--- config.mk ---
export PLATFORM = sky130hd
export DESIGN_NAME = mml_play_parser
export DESIGN_NICKNAME = d
export VERILOG_FILES = /design/src/rtl/mmlp_pkg.sv /design/src/rtl/mmlp_div.sv /design/src/rtl/mml_play_parser.sv
export SDC_FILE = /design/constraint.sdc
export NUM_CORES = 1
export LEC_CHECK = 0
export ABC_CLOCK_PERIOD_IN_PS = 8200
export BUFFER_PORTS_ARGS = -buffer_cell sky130_fd_sc_hd__buf_2
export CAP_MARGIN = 20
export CORE_ASPECT_RATIO = 0.8
export CORE_UTILIZATION = 55
export DETAILED_ROUTE_END_ITERATION = 16
export PLACE_DENSITY = 0.71
export SYNTH_ARGS = -nofsm -noshare
export SYNTH_HDL_FRONTEND = slang
export SYNTH_HIERARCHICAL = 1
export SYNTH_SLANG_ARGS = --single-unit
--- constraint.sdc ---
create_clock -name i_clk -period 8.2 [get_ports i_clk]
set_clock_uncertainty 0.05 [all_clocks]
set_input_delay 0.82 -clock i_clk [delete_from_list [all_inputs] [get_ports i_clk]]
set_output_delay 0.82 -clock i_clk [all_outputs]
set_load 0.01 [all_outputs]
--- src/rtl/mmlp_pkg.sv ---
// shared types, constants and the note frequency table of the mml play parser
// no dependencies; imported by every rtl file of the block
package mmlp_pkg;

    localparam int MAX_DOTS    = 15;
    localparam int W_FREQ      = 12;
    localparam int W_DUR       = 14;
    localparam int W_NUM       = 34;
    localparam int W_DEN       = 29;
    localparam int C_WHOLE_MS  = 240000;
    localparam int C_TONES     = 84;
    localparam int C_MAX_LEN   = 64;
    localparam int C_MIN_TEMPO = 32;
    localparam int C_MAX_TEMPO = 255;

    typedef struct packed {
        logic [7:0] ch;
        logic       end_of_string;
    } t_in_beat;

    typedef struct packed {
        logic [W_FREQ-1:0] freq_hz;
        logic [W_DUR-1:0]  dur_ms;
        logic              last_of_run;
    } t_out_beat;

    // divider request: whole-note numerator and tempo * length denominator
    typedef struct packed {
        logic       start;
        logic [7:0] tempo;
        logic [6:0] len;
        logic [3:0] dots;
    } t_div_req;

    typedef struct packed {
        logic             done;
        logic [W_DUR-1:0] q;
    } t_div_rsp;

    function automatic logic [W_FREQ-1:0] tone_hz(input logic [6:0] idx);
        logic [W_FREQ-1:0] f;
        case (idx)
            7'd0:  f = 12'd16;   7'd1:  f = 12'd17;   7'd2:  f = 12'd18;
            7'd3:  f = 12'd19;   7'd4:  f = 12'd21;   7'd5:  f = 12'd22;
            7'd6:  f = 12'd23;   7'd7:  f = 12'd25;   7'd8:  f = 12'd26;
            7'd9:  f = 12'd28;   7'd10: f = 12'd29;   7'd11: f = 12'd31;
            7'd12: f = 12'd33;   7'd13: f = 12'd35;   7'd14: f = 12'd37;
            7'd15: f = 12'd39;   7'd16: f = 12'd41;   7'd17: f = 12'd44;
            7'd18: f = 12'd46;   7'd19: f = 12'd49;   7'd20: f = 12'd52;
            7'd21: f = 12'd55;   7'd22: f = 12'd58;   7'd23: f = 12'd62;
            7'd24: f = 12'd65;   7'd25: f = 12'd69;   7'd26: f = 12'd73;
            7'd27: f = 12'd78;   7'd28: f = 12'd82;   7'd29: f = 12'd87;
            7'd30: f = 12'd93;   7'd31: f = 12'd98;   7'd32: f = 12'd104;
            7'd33: f = 12'd110;  7'd34: f = 12'd117;  7'd35: f = 12'd123;
            7'd36: f = 12'd131;  7'd37: f = 12'd139;  7'd38: f = 12'd147;
            7'd39: f = 12'd156;  7'd40: f = 12'd165;  7'd41: f = 12'd175;
            7'd42: f = 12'd185;  7'd43: f = 12'd196;  7'd44: f = 12'd208;
            7'd45: f = 12'd220;  7'd46: f = 12'd233;  7'd47: f = 12'd247;
            7'd48: f = 12'd262;  7'd49: f = 12'd277;  7'd50: f = 12'd294;
            7'd51: f = 12'd311;  7'd52: f = 12'd330;  7'd53: f = 12'd349;
            7'd54: f = 12'd370;  7'd55: f = 12'd392;  7'd56: f = 12'd415;
            7'd57: f = 12'd440;  7'd58: f = 12'd466;  7'd59: f = 12'd494;
            7'd60: f = 12'd523;  7'd61: f = 12'd554;  7'd62: f = 12'd587;
            7'd63: f = 12'd622;  7'd64: f = 12'd659;  7'd65: f = 12'd698;
            7'd66: f = 12'd740;  7'd67: f = 12'd784;  7'd68: f = 12'd831;
            7'd69: f = 12'd880;  7'd70: f = 12'd932;  7'd71: f = 12'd988;
            7'd72: f = 12'd1047; 7'd73: f = 12'd1109; 7'd74: f = 12'd1175;
            7'd75: f = 12'd1245; 7'd76: f = 12'd1319; 7'd77: f = 12'd1397;
            7'd78: f = 12'd1480; 7'd79: f = 12'd1568; 7'd80: f = 12'd1661;
            7'd81: f = 12'd1760; 7'd82: f = 12'd1865; 7'd83: f = 12'd1976;
            7'd84: f = 12'd2093;
            default: f = 12'd0;
        endcase
        return f;
    endfunction

endpackage

--- src/rtl/mmlp_div.sv ---
// shared restoring divider: full duration = whole-note ms * dot factor / (tempo * len)
// one quotient bit per cycle; depends on mmlp_pkg
module mmlp_div import mmlp_pkg::*; (
    input  logic     i_clk,
    input  logic     i_rst_n,
    input  t_div_req i_req,
    output t_div_rsp o_rsp
);

    logic                   r_busy, n_busy;
    logic                   r_done, n_done;
    logic [3:0]             r_cnt, n_cnt;
    logic [W_NUM-1:0]       r_rem, n_rem;
    logic [W_DEN+W_DUR-2:0] r_dsh, n_dsh;
    logic [W_DUR-1:0]       r_q, n_q;
    logic [W_NUM:0]         num;
    logic [W_DEN-1:0]       den;
    logic [14:0]            prod;

    always_comb begin
        // numerator 240000 * (2^(k+1) - 1), denominator tempo * len * 2^k
        num  = ((W_NUM+1)'(C_WHOLE_MS) << ({1'b0, i_req.dots} + 5'd1))
               - (W_NUM+1)'(C_WHOLE_MS);
        prod = 15'(i_req.tempo) * 15'(i_req.len);
        den  = W_DEN'(prod) << i_req.dots;
        n_busy = r_busy;
        n_done = 1'b0;
        n_cnt  = r_cnt;
        n_rem  = r_rem;
        n_dsh  = r_dsh;
        n_q    = r_q;
        if (i_req.start) begin
            n_busy = 1'b1;
            n_cnt  = 4'(W_DUR - 1);
            n_rem  = num[W_NUM-1:0];
            n_dsh  = {den, {(W_DUR-1){1'b0}}};
            n_q    = '0;
        end else if (r_busy) begin
            if ({{(W_DEN+W_DUR-1-W_NUM){1'b0}}, r_rem} >= r_dsh) begin
                n_rem = r_rem - r_dsh[W_NUM-1:0];
                n_q   = {r_q[W_DUR-2:0], 1'b1};
            end else begin
                n_q   = {r_q[W_DUR-2:0], 1'b0};
            end
            n_dsh = r_dsh >> 1;
            if (r_cnt == 4'd0) begin
                n_busy = 1'b0;
                n_done = 1'b1;
            end else begin
                n_cnt = r_cnt - 4'd1;
            end
        end
    end

    always_ff @(posedge i_clk) begin
        if (!i_rst_n) begin
            r_busy <= 1'b0;
            r_done <= 1'b0;
            r_cnt  <= '0;
        end else begin
            r_busy <= n_busy;
            r_done <= n_done;
            r_cnt  <= n_cnt;
        end
        r_rem <= n_rem;
        r_dsh <= n_dsh;
        r_q   <= n_q;
    end

    assign o_rsp.done = r_done;
    assign o_rsp.q    = r_q;

endmodule

--- src/rtl/mml_play_parser.sv ---
// mml play parser: one character per input beat, 0 to 4 tone beats out per character.
// a character is handed to the pending command, or closes it and begins a new one; end of
// string also closes the command left pending and restores the reset state. each note or rest
// runs through the shared 14-step divider before its tone beats are pushed. a character is taken
// only when the previous one is done; a tone beat waits while both hold and output registers are full.
// sync active-low reset: octave 4, length 4, tempo 120, normal. depends on mmlp_pkg, mmlp_div
module mml_play_parser import mmlp_pkg::*; (
    input  logic      i_clk,
    input  logic      i_rst_n,
    input  logic      i_in_valid,
    output logic      o_in_stall,
    input  t_in_beat  i_in_data,
    output logic      o_out_valid,
    input  logic      i_out_stall,
    output t_out_beat o_out_data
);

    localparam logic [3:0] ST_IDLE  = 4'd0;
    localparam logic [3:0] ST_DISP  = 4'd1;
    localparam logic [3:0] ST_FIN   = 4'd2;
    localparam logic [3:0] ST_DIV   = 4'd3;
    localparam logic [3:0] ST_E1    = 4'd4;
    localparam logic [3:0] ST_PUSH  = 4'd5;
    localparam logic [3:0] ST_FDONE = 4'd6;
    localparam logic [3:0] ST_BEGIN = 4'd7;
    localparam logic [3:0] ST_EOS   = 4'd8;
    localparam logic [3:0] ST_RESET = 4'd9;
    localparam logic [3:0] ST_END   = 4'd10;

    localparam logic [3:0] PH_IDLE     = 4'd0;
    localparam logic [3:0] PH_OCT      = 4'd1;
    localparam logic [3:0] PH_LEN      = 4'd2;
    localparam logic [3:0] PH_TEMPO    = 4'd3;
    localparam logic [3:0] PH_VOL      = 4'd4;
    localparam logic [3:0] PH_MODE     = 4'd5;
    localparam logic [3:0] PH_NUM      = 4'd6;
    localparam logic [3:0] PH_REST     = 4'd7;
    localparam logic [3:0] PH_NOTE_ACC = 4'd8;
    localparam logic [3:0] PH_NOTE_DIG = 4'd9;
    localparam logic [3:0] PH_NOTE_DOT = 4'd10;

    localparam logic [1:0] K_SIL  = 2'd0;
    localparam logic [1:0] K_NOTE = 2'd1;
    localparam logic [1:0] K_RDOT = 2'd2;

    localparam logic [1:0] AR_NORMAL   = 2'd0;
    localparam logic [1:0] AR_LEGATO   = 2'd1;
    localparam logic [1:0] AR_STACCATO = 2'd2;

    logic [3:0]  r_state, n_state;
    logic [3:0]  r_ret, n_ret;
    logic [2:0]  r_oct, n_oct;
    logic [6:0]  r_deflen, n_deflen;
    logic [7:0]  r_tempo, n_tempo;
    logic [1:0]  r_artic, n_artic;
    logic [3:0]  r_phase, n_phase;
    logic [15:0] r_digit, n_digit;
    logic        r_seen, n_seen;
    logic [4:0]  r_semi, n_semi;
    logic [3:0]  r_dot, n_dot;
    logic [7:0]  r_ch, n_ch;
    logic        r_eos, n_eos;
    logic [1:0]  r_kind, n_kind;
    logic [W_FREQ-1:0] r_freq, n_freq;
    logic [W_DUR-1:0]  r_sil, n_sil;
    logic        r_more, n_more;
    t_out_beat   r_em, n_em;
    t_out_beat   r_hold, n_hold;
    logic        r_hold_v, n_hold_v;
    t_out_beat   r_out, n_out;
    logic        r_out_v, n_out_v;

    t_div_req    div_req;
    t_div_rsp    div_rsp;

    logic [7:0]  uc;
    logic        dig;
    logic [19:0] dig_acc;
    logic [15:0] dig_next;
    logic [6:0]  arg_len;
    logic [6:0]  idx;
    logic        taken;
    logic        rdot;
    logic        clr;
    logic [W_DUR-1:0] full;
    logic [W_DUR-1:0] snd;
    logic [16:0] f7;
    logic [15:0] f3;

    mmlp_div u_div (
        .i_clk   (i_clk),
        .i_rst_n (i_rst_n),
        .i_req   (div_req),
        .o_rsp   (div_rsp)
    );

    always_comb begin
        uc  = (r_ch >= "a" && r_ch <= "z") ? r_ch - 8'd32 : r_ch;
        dig = (r_ch >= "0" && r_ch <= "9");
        dig_acc  = {4'b0, r_digit} * 20'd10 + {16'b0, r_ch[3:0]};
        dig_next = (dig_acc > 20'd65535) ? 16'hFFFF : dig_acc[15:0];
        if (!r_seen) begin
            arg_len = r_deflen;
        end else if (r_digit < 16'd1) begin
            arg_len = 7'd1;
        end else if (r_digit > 16'(C_MAX_LEN)) begin
            arg_len = 7'(C_MAX_LEN);
        end else begin
            arg_len = r_digit[6:0];
        end
        idx  = 7'(r_oct) * 7'd12 + 7'(r_semi);
        full = div_rsp.q;
        f7   = 17'(full) * 17'd7;
        f3   = 16'(full) * 16'd3;
        case (r_artic)
            AR_NORMAL:   snd = f7[16:3];
            AR_STACCATO: snd = f3[15:2];
            default:     snd = full;
        endcase

        n_state  = r_state;
        n_ret    = r_ret;
        n_oct    = r_oct;
        n_deflen = r_deflen;
        n_tempo  = r_tempo;
        n_artic  = r_artic;
        n_phase  = r_phase;
        n_digit  = r_digit;
        n_seen   = r_seen;
        n_semi   = r_semi;
        n_dot    = r_dot;
        n_ch     = r_ch;
        n_eos    = r_eos;
        n_kind   = r_kind;
        n_freq   = r_freq;
        n_sil    = r_sil;
        n_more   = r_more;
        n_em     = r_em;
        n_hold   = r_hold;
        n_hold_v = r_hold_v;
        n_out    = r_out;
        n_out_v  = r_out_v;
        taken    = 1'b0;
        rdot     = 1'b0;
        clr      = 1'b0;
        div_req.start = 1'b0;
        div_req.tempo = r_tempo;
        div_req.len   = arg_len;
        div_req.dots  = 4'd0;

        if (r_out_v && !i_out_stall) begin
            n_out_v = 1'b0;
        end

        case (r_state)
            ST_IDLE: begin
                if (i_in_valid) begin
                    n_ch    = i_in_data.ch;
                    n_eos   = i_in_data.end_of_string;
                    n_state = ST_DISP;
                end
            end
            ST_DISP: begin
                // try to hand the character to the pending command
                case (r_phase)
                    PH_OCT: begin
                        if (r_ch >= "0" && r_ch <= "6") begin
                            n_oct = r_ch[2:0];
                            clr   = 1'b1;
                            taken = 1'b1;
                        end
                    end
                    PH_LEN, PH_TEMPO, PH_VOL, PH_NUM: begin
                        if (dig) begin
                            n_digit = dig_next;
                            n_seen  = 1'b1;
                            taken   = 1'b1;
                        end
                    end
                    PH_MODE: begin
                        taken = 1'b1;
                        clr   = 1'b1;
                        if (uc == "N") begin
                            n_artic = AR_NORMAL;
                        end else if (uc == "L") begin
                            n_artic = AR_LEGATO;
                        end else if (uc == "S") begin
                            n_artic = AR_STACCATO;
                        end else if (uc != "B" && uc != "F") begin
                            taken = 1'b0;
                            clr   = 1'b0;
                        end
                    end
                    PH_REST: begin
                        if (dig) begin
                            n_digit = dig_next;
                            n_seen  = 1'b1;
                            taken   = 1'b1;
                        end else if (r_ch == ".") begin
                            // dotted rest completes at once
                            taken = 1'b1;
                            rdot  = 1'b1;
                            div_req.start = 1'b1;
                            n_kind = K_RDOT;
                            n_ret  = ST_EOS;
                        end
                    end
                    PH_NOTE_ACC, PH_NOTE_DIG: begin
                        if (r_phase == PH_NOTE_ACC && (r_ch == "#" || r_ch == "+")) begin
                            n_semi  = r_semi + 5'd1;
                            n_phase = PH_NOTE_DIG;
                            taken   = 1'b1;
                        end else if (r_phase == PH_NOTE_ACC && r_ch == "-") begin
                            n_semi  = r_semi - 5'd1;
                            n_phase = PH_NOTE_DIG;
                            taken   = 1'b1;
                        end else if (dig) begin
                            n_digit = dig_next;
                            n_seen  = 1'b1;
                            n_phase = PH_NOTE_DIG;
                            taken   = 1'b1;
                        end else if (r_ch == ".") begin
                            n_dot   = 4'd1;
                            n_phase = PH_NOTE_DOT;
                            taken   = 1'b1;
                        end
                    end
                    PH_NOTE_DOT: begin
                        if (r_ch == ".") begin
                            if (r_dot < 4'(MAX_DOTS)) begin
                                n_dot = r_dot + 4'd1;
                            end
                            taken = 1'b1;
                        end
                    end
                    default: ;
                endcase
                if (!taken) begin
                    n_ret   = ST_BEGIN;
                    n_state = ST_FIN;
                end else if (rdot) begin
                    n_state = ST_DIV;
                end else begin
                    n_state = ST_EOS;
                end
            end
            ST_FIN: begin
                n_state = ST_FDONE;
                case (r_phase)
                    PH_LEN: begin
                        if (r_digit >= 16'd1 && r_digit <= 16'(C_MAX_LEN)) begin
                            n_deflen = r_digit[6:0];
                        end
                    end
                    PH_TEMPO: begin
                        if (r_digit >= 16'(C_MIN_TEMPO) && r_digit <= 16'(C_MAX_TEMPO)) begin
                            n_tempo = r_digit[7:0];
                        end
                    end
                    PH_NUM: begin
                        div_req.len = r_deflen;
                        if (r_digit == 16'd0) begin
                            div_req.start = 1'b1;
                            n_kind  = K_SIL;
                            n_state = ST_DIV;
                        end else if (r_digit <= 16'(C_TONES)) begin
                            div_req.start = 1'b1;
                            n_kind  = K_NOTE;
                            n_freq  = tone_hz(7'(r_digit - 16'd1));
                            n_state = ST_DIV;
                        end
                    end
                    PH_REST: begin
                        div_req.start = 1'b1;
                        n_kind  = K_SIL;
                        n_state = ST_DIV;
                    end
                    PH_NOTE_ACC, PH_NOTE_DIG, PH_NOTE_DOT: begin
                        // c-flat at octave 0 falls below the table
                        if (idx >= 7'd1 && idx <= 7'(C_TONES + 1)) begin
                            div_req.start = 1'b1;
                            div_req.dots  = r_dot;
                            n_kind  = K_NOTE;
                            n_freq  = tone_hz(idx - 7'd1);
                            n_state = ST_DIV;
                        end
                    end
                    default: ;
                endcase
            end
            ST_DIV: begin
                if (div_rsp.done) begin
                    n_state = ST_E1;
                end
            end
            ST_E1: begin
                n_more = 1'b0;
                n_em.last_of_run = 1'b0;
                case (r_kind)
                    K_NOTE: begin
                        n_em.freq_hz = r_freq;
                        n_em.dur_ms  = snd;
                        n_sil        = full - snd;
                        n_more       = (full != snd);
                    end
                    K_RDOT: begin
                        n_em.freq_hz = '0;
                        n_em.dur_ms  = full + (full >> 1);
                    end
                    default: begin
                        n_em.freq_hz = '0;
                        n_em.dur_ms  = full;
                    end
                endcase
                n_state = ST_PUSH;
            end
            ST_PUSH: begin
                // the newest beat waits in hold until it is known whether it ends the run
                if (!(r_hold_v && r_out_v)) begin
                    if (r_hold_v) begin
                        n_out   = r_hold;
                        n_out.last_of_run = 1'b0;
                        n_out_v = 1'b1;
                    end
                    n_hold   = r_em;
                    n_hold_v = 1'b1;
                    if (r_more) begin
                        n_em.freq_hz = '0;
                        n_em.dur_ms  = r_sil;
                        n_more       = 1'b0;
                    end else begin
                        n_state = ST_FDONE;
                    end
                end
            end
            ST_FDONE: begin
                clr     = 1'b1;
                n_state = r_ret;
            end
            ST_BEGIN: begin
                case (uc)
                    "O": n_phase = PH_OCT;
                    ">": if (r_oct < 3'd6) n_oct = r_oct + 3'd1;
                    "<": if (r_oct > 3'd0) n_oct = r_oct - 3'd1;
                    "L": n_phase = PH_LEN;
                    "T": n_phase = PH_TEMPO;
                    "V": n_phase = PH_VOL;
                    "M": n_phase = PH_MODE;
                    "N": n_phase = PH_NUM;
                    "P", "R": n_phase = PH_REST;
                    "A": begin n_semi = 5'd10; n_phase = PH_NOTE_ACC; end
                    "B": begin n_semi = 5'd12; n_phase = PH_NOTE_ACC; end
                    "C": begin n_semi = 5'd1;  n_phase = PH_NOTE_ACC; end
                    "D": begin n_semi = 5'd3;  n_phase = PH_NOTE_ACC; end
                    "E": begin n_semi = 5'd5;  n_phase = PH_NOTE_ACC; end
                    "F": begin n_semi = 5'd6;  n_phase = PH_NOTE_ACC; end
                    "G": begin n_semi = 5'd8;  n_phase = PH_NOTE_ACC; end
                    default: ;
                endcase
                n_state = ST_EOS;
            end
            ST_EOS: begin
                if (r_eos) begin
                    n_ret   = ST_RESET;
                    n_state = ST_FIN;
                end else begin
                    n_state = ST_END;
                end
            end
            ST_RESET: begin
                n_oct    = 3'd4;
                n_deflen = 7'd4;
                n_tempo  = 8'd120;
                n_artic  = AR_NORMAL;
                clr      = 1'b1;
                n_state  = ST_END;
            end
            ST_END: begin
                if (r_hold_v) begin
                    if (!r_out_v) begin
                        n_out   = r_hold;
                        n_out.last_of_run = 1'b1;
                        n_out_v  = 1'b1;
                        n_hold_v = 1'b0;
                        n_state  = ST_IDLE;
                    end
                end else begin
                    n_state = ST_IDLE;
                end
            end
            default: n_state = ST_IDLE;
        endcase

        if (clr) begin
            n_phase = PH_IDLE;
            n_digit = '0;
            n_seen  = 1'b0;
            n_semi  = '0;
            n_dot   = '0;
        end
    end

    always_ff @(posedge i_clk) begin
        if (!i_rst_n) begin
            r_state  <= ST_IDLE;
            r_ret    <= ST_BEGIN;
            r_oct    <= 3'd4;
            r_deflen <= 7'd4;
            r_tempo  <= 8'd120;
            r_artic  <= AR_NORMAL;
            r_phase  <= PH_IDLE;
            r_digit  <= '0;
            r_seen   <= 1'b0;
            r_semi   <= '0;
            r_dot    <= '0;
            r_more   <= 1'b0;
            r_hold_v <= 1'b0;
            r_out_v  <= 1'b0;
        end else begin
            r_state  <= n_state;
            r_ret    <= n_ret;
            r_oct    <= n_oct;
            r_deflen <= n_deflen;
            r_tempo  <= n_tempo;
            r_artic  <= n_artic;
            r_phase  <= n_phase;
            r_digit  <= n_digit;
            r_seen   <= n_seen;
            r_semi   <= n_semi;
            r_dot    <= n_dot;
            r_more   <= n_more;
            r_hold_v <= n_hold_v;
            r_out_v  <= n_out_v;
        end
        r_ch   <= n_ch;
        r_eos  <= n_eos;
        r_kind <= n_kind;
        r_freq <= n_freq;
        r_sil  <= n_sil;
        r_em   <= n_em;
        r_hold <= n_hold;
        r_out  <= n_out;
    end

    assign o_in_stall  = (r_state != ST_IDLE);
    assign o_out_valid = r_out_v;
    assign o_out_data  = r_out;

endmodule

Word level (Yosys, flattened, before mapping)

Memory sizes are Yosys's and may differ from the RTL's.
Cells that the tools add are included.
W data, S select, Z words.

$add $sub $neg: 16
Multiply operators: 5
Order comparisons: 19
Eq/ne operators: 93
Shift operators: 2
Mux-type cells: 143
Bitwise gates (word level): 4
Reductions and logical operators: 63

Operators with widths:

| kind                     | number |
|---|---|
| $eq A8 B7 Y1 const B     | 16 |
| $mux W4                  | 30 |
| $mux W27                 | 4 |
| $pmux W26 S2             | 2 |
| $mux W34                 | 3 |
| $mux W42                 | 2 |
| $mux W16                 | 4 |
| $pmux W27 S2             | 1 |
| $mux W26                 | 2 |
| $eq A8 B6 Y1 const B     | 6 |
| $ne A2 B2 Y1 const B     | 24 |
| $pmux W4 S11             | 1 |
| $ge A34 B42 Y1           | 1 |
| $mux W7                  | 6 |
| $mux W12                 | 3 |
| $mux W1                  | 35 |
| $pmux W5 S7              | 1 |
| $shl A18 B5 Y34 const A  | 1 |
| $sub A34 B19 Y34 const B | 1 |
| $sub A34 B34 Y34         | 1 |
| $eq A4 B3 Y1 const B     | 8 |
| $le A16 B7 Y1 const B    | 2 |
| $pmux W16 S2             | 1 |
| $pmux W4 S8              | 1 |
| other kinds (89)         | 189 |

Register bits: 273
ROM bits: 3,072
Input bits: 13
Output and inout bits: 29
Word-level logic and storage cells: 381
Memories: 2

Memories:

| name             | depth | width | rd ports | clocked after memory_dff | write ports | line           | RTL |
|---|---|---|---|---|---|---|---|
| (name not given) | 128   | 12    | 1        | 0                        | 0           | mmlp_pkg.sv:42 | `case (idx)` |
| (name not given) | 128   | 12    | 1        | 0                        | 0           | mmlp_pkg.sv:42 |  |

Depth between registers and ports, before layout

Gate-level depths: netlist (run 1).

Word-level depth: 13
Mapped depth: 27
Depth with buffers taken out: 25

Hierarchy

Netlist (run 1), hierarchy kept.

Modules (own cells, without submodules):

| module          | instances | cells an instance | area each (um2) | seq. area each (um2) |
|---|---|---|---|---|
| mml_play_parser | 1         | 1,631             | 14,237.4        | 4,684.5 |
| mmlp_div        | 1         | 1,109             | 9,422.8         | 2,552.4 |

Worst setup path after synthesis (run 1)

OpenSTA, ideal clock, no wires.

Path kind: register to register
Start point: register r_digit[0]
End point: register u_div.r_dsh[31], data pin
Setup time: 0.261 ns
Data arrival time: 6.475 ns
Data required time: 7.889 ns
Slack: 1.414 ns
Cell stages (with the launch flop): 25
Buffers on the path: 1
Period minus slack after synthesis: 6.786 ns
Cells stage by stage: dfxtp_1 buf_2 inv_1 ha_1 nand2_1 a211oi_1 nor3b_1 a22o_1 nand2_1 fa_1 fa_1 inv_1 fa_1 inv_1 fa_1 inv_1 ha_1 a2111oi_2 a21boi_1 o22a_1 a31o_1 xor2_1 o21a_1 o21a_1 a221o_1

RTL lines:

| what                   | line                   | RTL |
|---|---|---|
| from (decl)            | mml_play_parser.sv:57  | `logic [15:0] r_digit, n_digit;` |
| from (signal assigned) | mml_play_parser.sv:427 | `r_digit <= n_digit;` |
| to (signal assigned)   | mmlp_div.sv:66         | `r_dsh <= n_dsh;` |
| to (decl)              | mmlp_div.sv:14         | `logic [W_DEN+W_DUR-2:0] r_dsh, n_dsh;` |

==> impl_summary.md, run 1 <==
Yosys
After synthesis, the share of flip-flops with an asynchronous set or reset is 0%. The number of synthesized flops with an enable pin is approximately 180. Of the post-synthesis cell area, the dominant cell type holds a little under a quarter. Summed over all instances, the cell type with the most area after synthesis is sky130_fd_sc_hd__edfxtp_1. After synthesis, the cell types taking the most area are sky130_fd_sc_hd__edfxtp_1, sky130_fd_sc_hd__ha_1, sky130_fd_sc_hd__dfxtp_1. The total number of yosys warnings is 6. The portion of the post-synthesis area used by sequential elements is between 30% and 40%.

The netlist area before placement is 23,700 um^2. Synthesis inferred between 200 and 300 register bits. A synthesized cell averages roughly 8.6 um^2.

Synthesis produced a netlist with a net count of 2,986. The instance count of the mapped netlist is approximately 2,700. Synthesis instantiated 106 different standard cells from the library. For this run, the leading register cell type out of synthesis is sky130_fd_sc_hd__edfxtp_1.

Floorplan
The full die area is about 44,000 um^2. The total number of placement rows is 67. The horizontal die dimension is about 230 um.

The die is 188 um tall. The number of top-level design ports is 42. After floorplanning, the core was sized to cover 42,200 um^2. The initial core utilization is between 50 and 60%.

Job
The max-cap violation count is 0.

Critical path
The kind of capture point of the worst setup path is a register. The worst setup path is launched from a register. The most used cell along the critical path is sky130_fd_sc_hd__fa_1.

The endpoint identified for the worst register-to-register timing path is u_div/r_dsh[31]. The largest fanout on the critical path is 13. STA puts the critical path data arrival time at ~7.9 ns.

Walking the worst path, the cells encountered are clkinv_1, nand3_1, buf_4, o21ai_1, o21ai_0, nand2_1, fa_1, fa_1, inv_1, fa_1, inv_1, fa_1, inv_1, ha_1, a2111oi_2, a21boi_1, o22a_1, a31o_1, xor2_1, o21a_1, o21a_1, a221o_1. The number of gates on the worst path with buffers counted is 22. In this run the register-to-register setup slack is between 0.6 and 0.7 ns. For the worst setup path, the data required time is between 8 and 9 ns. The number of buffers and inverters on the critical path is 5. By startpoint and endpoint, the worst setup path is classified as reg2reg. The cell family contributing the most delay on the critical path is compound AO/OA/AOI/OAI gates. The worst register-to-register path begins at r_state[0]. The slowest stage cell on the critical path is sky130_fd_sc_hd__o21ai_0. The depth of the worst register-to-register path is 22. On the worst path, the slowest cell contributes a delay of between 0.7 and 0.8 ns.

Clock tree
The number of hold-repair buffers added at the cts stage is 0. TritonCTS built the clock tree. The root cell of the clock tree is sky130_fd_sc_hd__clkbuf_16. The count of clock tree sinks is about 270.

The clock-pin transition on the worst setup and hold timing paths is roughly 0.060 ns. For the worst-skew pair, the clock arrives at the later sink with an insertion delay of roughly 0.6 ns. The longest clock path from root to sink contains 3 buffers. The total of cells resized after clock tree synthesis is 0. Counting the buffers created by CTS gives 31. In this run the number of H-tree levels came out at 1.

After clock tree synthesis, the setup repair step added 0 buffers.

Timing
At the pin with the least slew margin, the transition time is roughly 1.1 ns. The headroom to the max-slew limit is 25.9%. The final period utilization is approximately 92%. The maximum frequency from static timing analysis is between 0.1 and 0.15 GHz. The time the final worst path needs with I/O delays and setup is 7.58 ns. The final setup violation count is 0. The slack of the critical path is about 0.62 ns.

Setup repair after global routing left no endpoint under its margin. In the final timing run, aggregate negative setup slack is 0 ns. The final hold violation count came to 0. The final count of pins violating max slew is 0.

Placed design
Summed over all nets, the half-perimeter wirelength after detailed placement is 49.1 mm. Including well taps, the total number of placed cells is about 3,200. The worst setup slack before clock tree synthesis is roughly 0.74 ns. The weighted congestion reported at the end of routability-driven placement is approximately 0.97. The number of input and output port buffers inserted is between 40 and 50. After detailed placement, the total cell area comes to about 24,000 um^2.

Detailed routing
The detailed router placed about 21,000 vias in this run. In the final routed layout, each cell accounts on average for about 20 um. After detailed routing, the number of remaining DRC violations is 3. The pre-antenna-repair detailed-routing pass consisted of 12 iterations. The routed wire length is between 60 and 70 mm. Dividing the detail-routed via count by the number of cells gives 6.41.

In this run the remaining antenna-violating nets after routing total 0. The first routing iteration left approximately 2,100 violations.

Outcome
The final reports fail on DRC. The flow ran to the end, but the final reports show violations.

Final layout
The count of non-filler cells in the finished layout is ~3,300. The synthesis-to-layout area growth is 7.66%. The most frequent standard cell in the layout excluding fill and tap cells is sky130_fd_sc_hd__nor2_1. The repair_antennas step left the layout with diodes totalling 0. The final non-filler cell area is 25,500 um^2. The share of final-layout standard cells stronger than drive strength 1 is 8.24%. For this run, the share of the core covered by cells in the final layout is about three fifths. The net count reported at finish is 2,963. In the layout the commonest cells are sky130_fd_sc_hd__nor2_1, sky130_fd_sc_hd__nand2_1, sky130_fd_sc_hd__a21oi_1, sky130_fd_sc_hd__ha_1, sky130_fd_sc_hd__edfxtp_1.

Worst hold path
The worst hold path startpoint is i_in_data[0]. The worst hold endpoint is r_eos. The class of the tightest hold or removal check is in2reg. Counting instances, the worst hold path has a depth of 1.

Power
The peak supply drop is 199 uV. The power density over the cells is between 150 and 200 nW/um^2. The static leakage is roughly 10 nW.

GRT
The wire length of the first global-routing pass is between 100 and 150 mm. The number of global-route vias before repair was between 15,000 and 20,000. Global routing used 30.5% of the available tracks. The maximum number of pins on one net before global-route repair is between 50 and 60. The total grt overflow is 0. The initial antenna violation count is 3.
cells by family after synthesis:
kind of cell,count (synthesis),share of synthesized area (%)
buffers and inverters,308,5.17
DFF,272,30.6
muxes,83,3.59
and+or+nand+nor,906,19.1
adders and majority gates,233,14.0
AOI/OAI and AO/OA,822,23.2
xor gates and xnor gates,116,4.33
report_power, final:
part / switching, W / total (W) / internal (W)
combinational: 0.000887 / 0.00134 / 0.000456
sequential: 0.0000679 / 0.00159 / 0.00152
clock: 0.000607 / 0.00149 / 0.000883
registers in the layout (all words and copies together), names as in the netlist, 2 cells and up:
name         flops
u_div/r_cnt      4
u_div/r_rem     34
r_ch             8
o_out_data      27
r_tempo          8
r_state          4
r_deflen         7
r_freq          12
r_artic          2
u_div/r_dsh     42
r_phase          4
r_dot            4
u_div/r_q       14
r_em            26
r_ret            3
r_semi           5
r_kind           2
r_digit         16
r_sil           14
r_oct            3
r_hold          26
per-layer routing:
metal	global-route usage, %	vias to the layer above	part of all wire (%)
li1	-	10000	-
met1	47.3	10100	48
met2	44.6	844	42
met3	4.73	80	8.0
met4	5.57	2	1.6
met5	0	-	0.022
area by class of cell:
class,instances,area [um^2]
Timing Repair Buffer,92,599
Fill cell,3721,16700
Tap cell,552,691
Clock buffer,38,833
Sequential cell,272,7240
Inverter,160,601
Multi-Input combinational cell,2160,15300
Clock inverter,20,251
worst max-delay path by stage:
| stage | start | endpoint | slack, ns |
|---|---|---|---|
| after floorplan | r_digit[0] | u_div/r_dsh[31] | 1.41 |
| after global placement | r_state[0] | u_div/r_dsh[31] | 0.97 |
| after detailed placement | r_state[0] | u_div/r_dsh[31] | 0.74 |
| after CTS | r_state[0] | u_div/r_dsh[31] | 0.73 |
| after global routing | r_state[0] | u_div/r_dsh[31] | 0.07 |
| final | r_state[0] | u_div/r_dsh[31] | 0.62 |
synth_stat cells (69+ instances only):
library cell / instances
sky130_fd_sc_hd__nor2_1: 245
sky130_fd_sc_hd__nand2_1: 234
sky130_fd_sc_hd__a21oi_1: 221
sky130_fd_sc_hd__ha_1: 181
sky130_fd_sc_hd__edfxtp_1: 179
sky130_fd_sc_hd__inv_1: 153
sky130_fd_sc_hd__o21ai_0: 146
sky130_fd_sc_hd__clkbuf_1: 95
sky130_fd_sc_hd__dfxtp_1: 93
sky130_fd_sc_hd__mux2i_1: 77
sky130_fd_sc_hd__xnor2_1: 72
sky130_fd_sc_hd__and2_1: 69
stage by stage:
step	power, W	hold WS (ns)
final	0.00442	0.357
after global routing	0.00462	0.341
after CTS	0.00440	0.344
after detailed placement	0.00291	0.355
after global placement	0.00291	0.351
after floorplan	0.00255	0.350
Note: power is estimated with default switching activity, not from simulation.
==> run 2, diff against run 1 <==
--- a/config.mk
+++ b/config.mk
@@ -8,8 +8,8 @@
 export ABC_CLOCK_PERIOD_IN_PS = 8200
 export BUFFER_PORTS_ARGS = -buffer_cell sky130_fd_sc_hd__buf_2
 export CAP_MARGIN = 20
-export CORE_ASPECT_RATIO = 0.8
 export CORE_UTILIZATION = 55
+export CTS_BUF_LIST = sky130_fd_sc_hd__clkbuf_4 sky130_fd_sc_hd__clkbuf_8 sky130_fd_sc_hd__clkbuf_16
 export DETAILED_ROUTE_END_ITERATION = 16
 export PLACE_DENSITY = 0.71
 export SYNTH_ARGS = -nofsm -noshare
==> impl_summary.md, run 2 (synthesis gave the netlist of run 1 again) <==
Placed design
The HPWL after detailed placement is 48.2 mm (-1.8%). The weighted congestion reported at the end of routability-driven placement came to 0.939 (-3.1%). The number of placed instances with taps included is 3,213 (-0.62%).

The number of input and output port buffers inserted was 41 (unchanged).

Detailed routing
The met3 wirelength from detailed routing is 4.34 mm (-19%). The detailed-router iteration count before antenna repair is 6 (-6). The detailed-route via count is 21,100 (-0.090%). The detailed-route wire length per cell is 19.9 um (-2.5%). The highest metal layer carrying signal wires in the routed design is met4. The count of routing violations after the opening detailed-route iteration was 2,087 (-0.52%). The via density per instance came to 6.44 (+0.58%). The post-detailed-route count of antenna-violating nets is 0 (unchanged).

The detailed-routing wirelength on met1 is 29.1 mm (-9.8%). The final routed DRC violation total is 0 (-3). The detailed route wirelength on metal2 is 30.1 mm (+5.7%). The routed wire length is 65.1 mm (-3.1%).

Clock tree
The clock-pin transition on the worst setup and hold timing paths is 0.07 ns (about the same). In this run the clock root is driven by a sky130_fd_sc_hd__clkbuf_16. The total of cells resized after clock tree synthesis is 0 (unchanged). The clock latency at the later pin of the worst-skew pair is 0.60 ns (about the same). The number of H-tree levels is 1 (unchanged). The TritonCTS clock tree is yes. The number of hold-repair buffers added at the cts stage is 0 (unchanged). The number of buffers inserted by post-CTS setup repair came to 0 (unchanged). The count of clock tree sinks is 272 (unchanged). The maximum number of buffers from clock root to sink came to 3 (unchanged). The total CTS buffers is 31 (unchanged).

Timing
The worst-margin pin slew is 1.03 ns (-0.0798 ns). The time the final worst path needs with I/O delays and setup came to 7.55 ns (-0.0294 ns). The worst hold slack after final layout is 0.345 ns (-0.0126 ns). The headroom to the max-slew limit is 31.1% (+5.2 points). The maximum frequency from static timing analysis is 0.132 GHz (+0.39%). The final period utilization is 92.1% (-0.36 points). The final hold violation count is 0 (unchanged). Setup repair after global routing left no endpoint under its margin. The final-layout setup total negative slack is 0 ns (unchanged). The final count of pins violating max slew was 0 (unchanged).

The final setup violation count is 0 (unchanged).

Worst hold path
In this run the most critical hold path is launched from r_em[17]. The tightest min-delay check is of the reg2reg type.

Final layout
The library cells used most frequently in the layout, excluding fill and tap cells, are sky130_fd_sc_hd__nor2_1, sky130_fd_sc_hd__nand2_1, sky130_fd_sc_hd__a21oi_1, sky130_fd_sc_hd__ha_1, sky130_fd_sc_hd__edfxtp_1. The count of non-filler cells in the finished layout came to 3,272 (-0.67%). The share of final-layout standard cells stronger than drive strength 1 came to 8.05% (-0.19 points). More flip-flops sit in one register than any other, and that register is u_div/r_dsh. The synthesis-to-layout area growth is 7.30%. The net count reported at finish was 2,954 (-0.30%).

The utilization after layout is 60.1% (-0.29 points). The number of antenna cells inserted was 0 (unchanged). The filler cell count in the final layout came to 3,708 (-0.35%). The area of the multi-input gates came to 15,300 um^2 (unchanged).

The library cell used most frequently in the layout, excluding fill and tap cells, is sky130_fd_sc_hd__nor2_1. The register cell area after layout came to 7240 um^2 (unchanged). The flip-flop count of the largest register, all copies and words added is 42 (unchanged).

Power
The peak supply drop is 212 uV (+6.3%). The static leakage was 10.2 nW (-0.50%). The power density over the cells came to 171 nW/um^2 (-1.4%).

GRT
The combined global-route utilization of all metal layers is 28.9% (-1.6 points). The number of global-route vias before repair was 19,500 (-2.1%). The total grt overflow was 0 (unchanged). The wire length of the first global-routing pass was 103 mm (-4.5%). The maximum number of pins on one net before global-route repair was 70 (+23%). The initial antenna violation count is 0 (-3).

Floorplan
The placeable core region is 42,200 um^2 (+0.15%). The horizontal die dimension is 209 um (-10%). The number of top-level design ports is 42 (unchanged). The total number of placement rows came to 75 (+12%). The initial core utilization is 56.0% (-0.081 points).

The full die area is 43,900 um^2 (about the same). The die outline height came to 209 um (+12%).

Critical path
The critical path starts at r_state[0]. The largest fanout on the critical path is 13 (unchanged). The critical path goes through clkinv_1, nand3_1, o21ai_1, nor3b_1, a22o_1, nand2_1, fa_1, fa_1, inv_1, fa_1, inv_1, fa_1, inv_1, ha_1, a2111oi_2, a21boi_1, o22a_1, a31o_1, xor2_1, o21a_1, o21a_1, a221o_1. The most numerous cell type found on the critical path is sky130_fd_sc_hd__fa_1. The kind of start point of the critical path is a register.

The worst setup path category is reg2reg. The startpoint of the worst register-to-register path is r_state[0]. The maximum cell stage delay along the critical path came to 0.58 ns (-0.16 ns). The slowest stage cell on the critical path is sky130_fd_sc_hd__dfxtp_1. The kind of capture point of the worst setup path is a register. The arrival time of data at the critical path endpoint is 7.86 ns (about the same).

The worst endpoint required time came to 8.51 ns (+0.02 ns).

Job
The max-cap violation count came to 0 (unchanged).

Outcome
The run finished with clean final reports.
## run 2: cell count changes in the layout (fill, tap and decap cells not counted), sizes merged
| cell | previous run | this run |
|---|---|---|
| clkinvlp | 2 | 4 |
| buf | 92 | 83 |
| clkinv | 16 | 15 |
| inv | 157 | 159 |
| clkbuf | 38 | 36 |
| bufinv | 5 | 4 |
## run 2: report_power, final
part           internal (W)  switching, W  total [W]
combinational      0.000444      0.000853    0.00130
clock              0.000857      0.000602    0.00146
sequential          0.00152     0.0000688    0.00159
## run 2: path summary, 6_finish.rpt
check	endpoint	slack, ns	cells past startpoint
setup / recovery	u_div/r_dsh[31]	0.65	22
hold / removal	r_hold[17]	0.34	0
setup reg to reg	u_div/r_dsh[31]	0.65	22
hold reg to reg	r_hold[17]	0.34	0
## run 2: routing by layer
metal  up-vias  global-route usage (%)
li1      10000                       -
met3       116                    3.49
met5         -                       0
met4         0                    7.91
met1     10100                    40.2
met2       876                    47.3
## run 2: cell type report
cell class | count | area share (%)
well taps | 539 | 2.66
multi-input cells | 2160 | 60.1
inverters | 160 | 2.37
flip-flops and latches | 272 | 28.5
clock inverters | 22 | 1.03
repair buffers | 83 | 2.08
clock buffers | 36 | 3.25
## run 2: worst max-delay path, delay by kind of cell (launching register included)
kind	cells	cell delay [ns]
simple gates	3	0.85
xor+xnor	1	0.21
flops	1	0.58
compound gates	9	2.62
buf+inv	4	0.50
fa+ha+maj	5	2.48
## run 2: stage by stage
| step | total power [W] | cell area, um^2 | setup slack [ns] |
|---|---|---|---|
| floorplan | 0.00255 | 23700 | 1.41 |
| global placement | 0.00287 | 24300 | 1.00 |
| detailed placement | 0.00287 | 24300 | 0.763 |
| CTS | 0.00433 | 25400 | 0.741 |
| global route | 0.00454 | 25400 | 0.160 |
| finish | 0.00435 | 25400 | 0.646 |
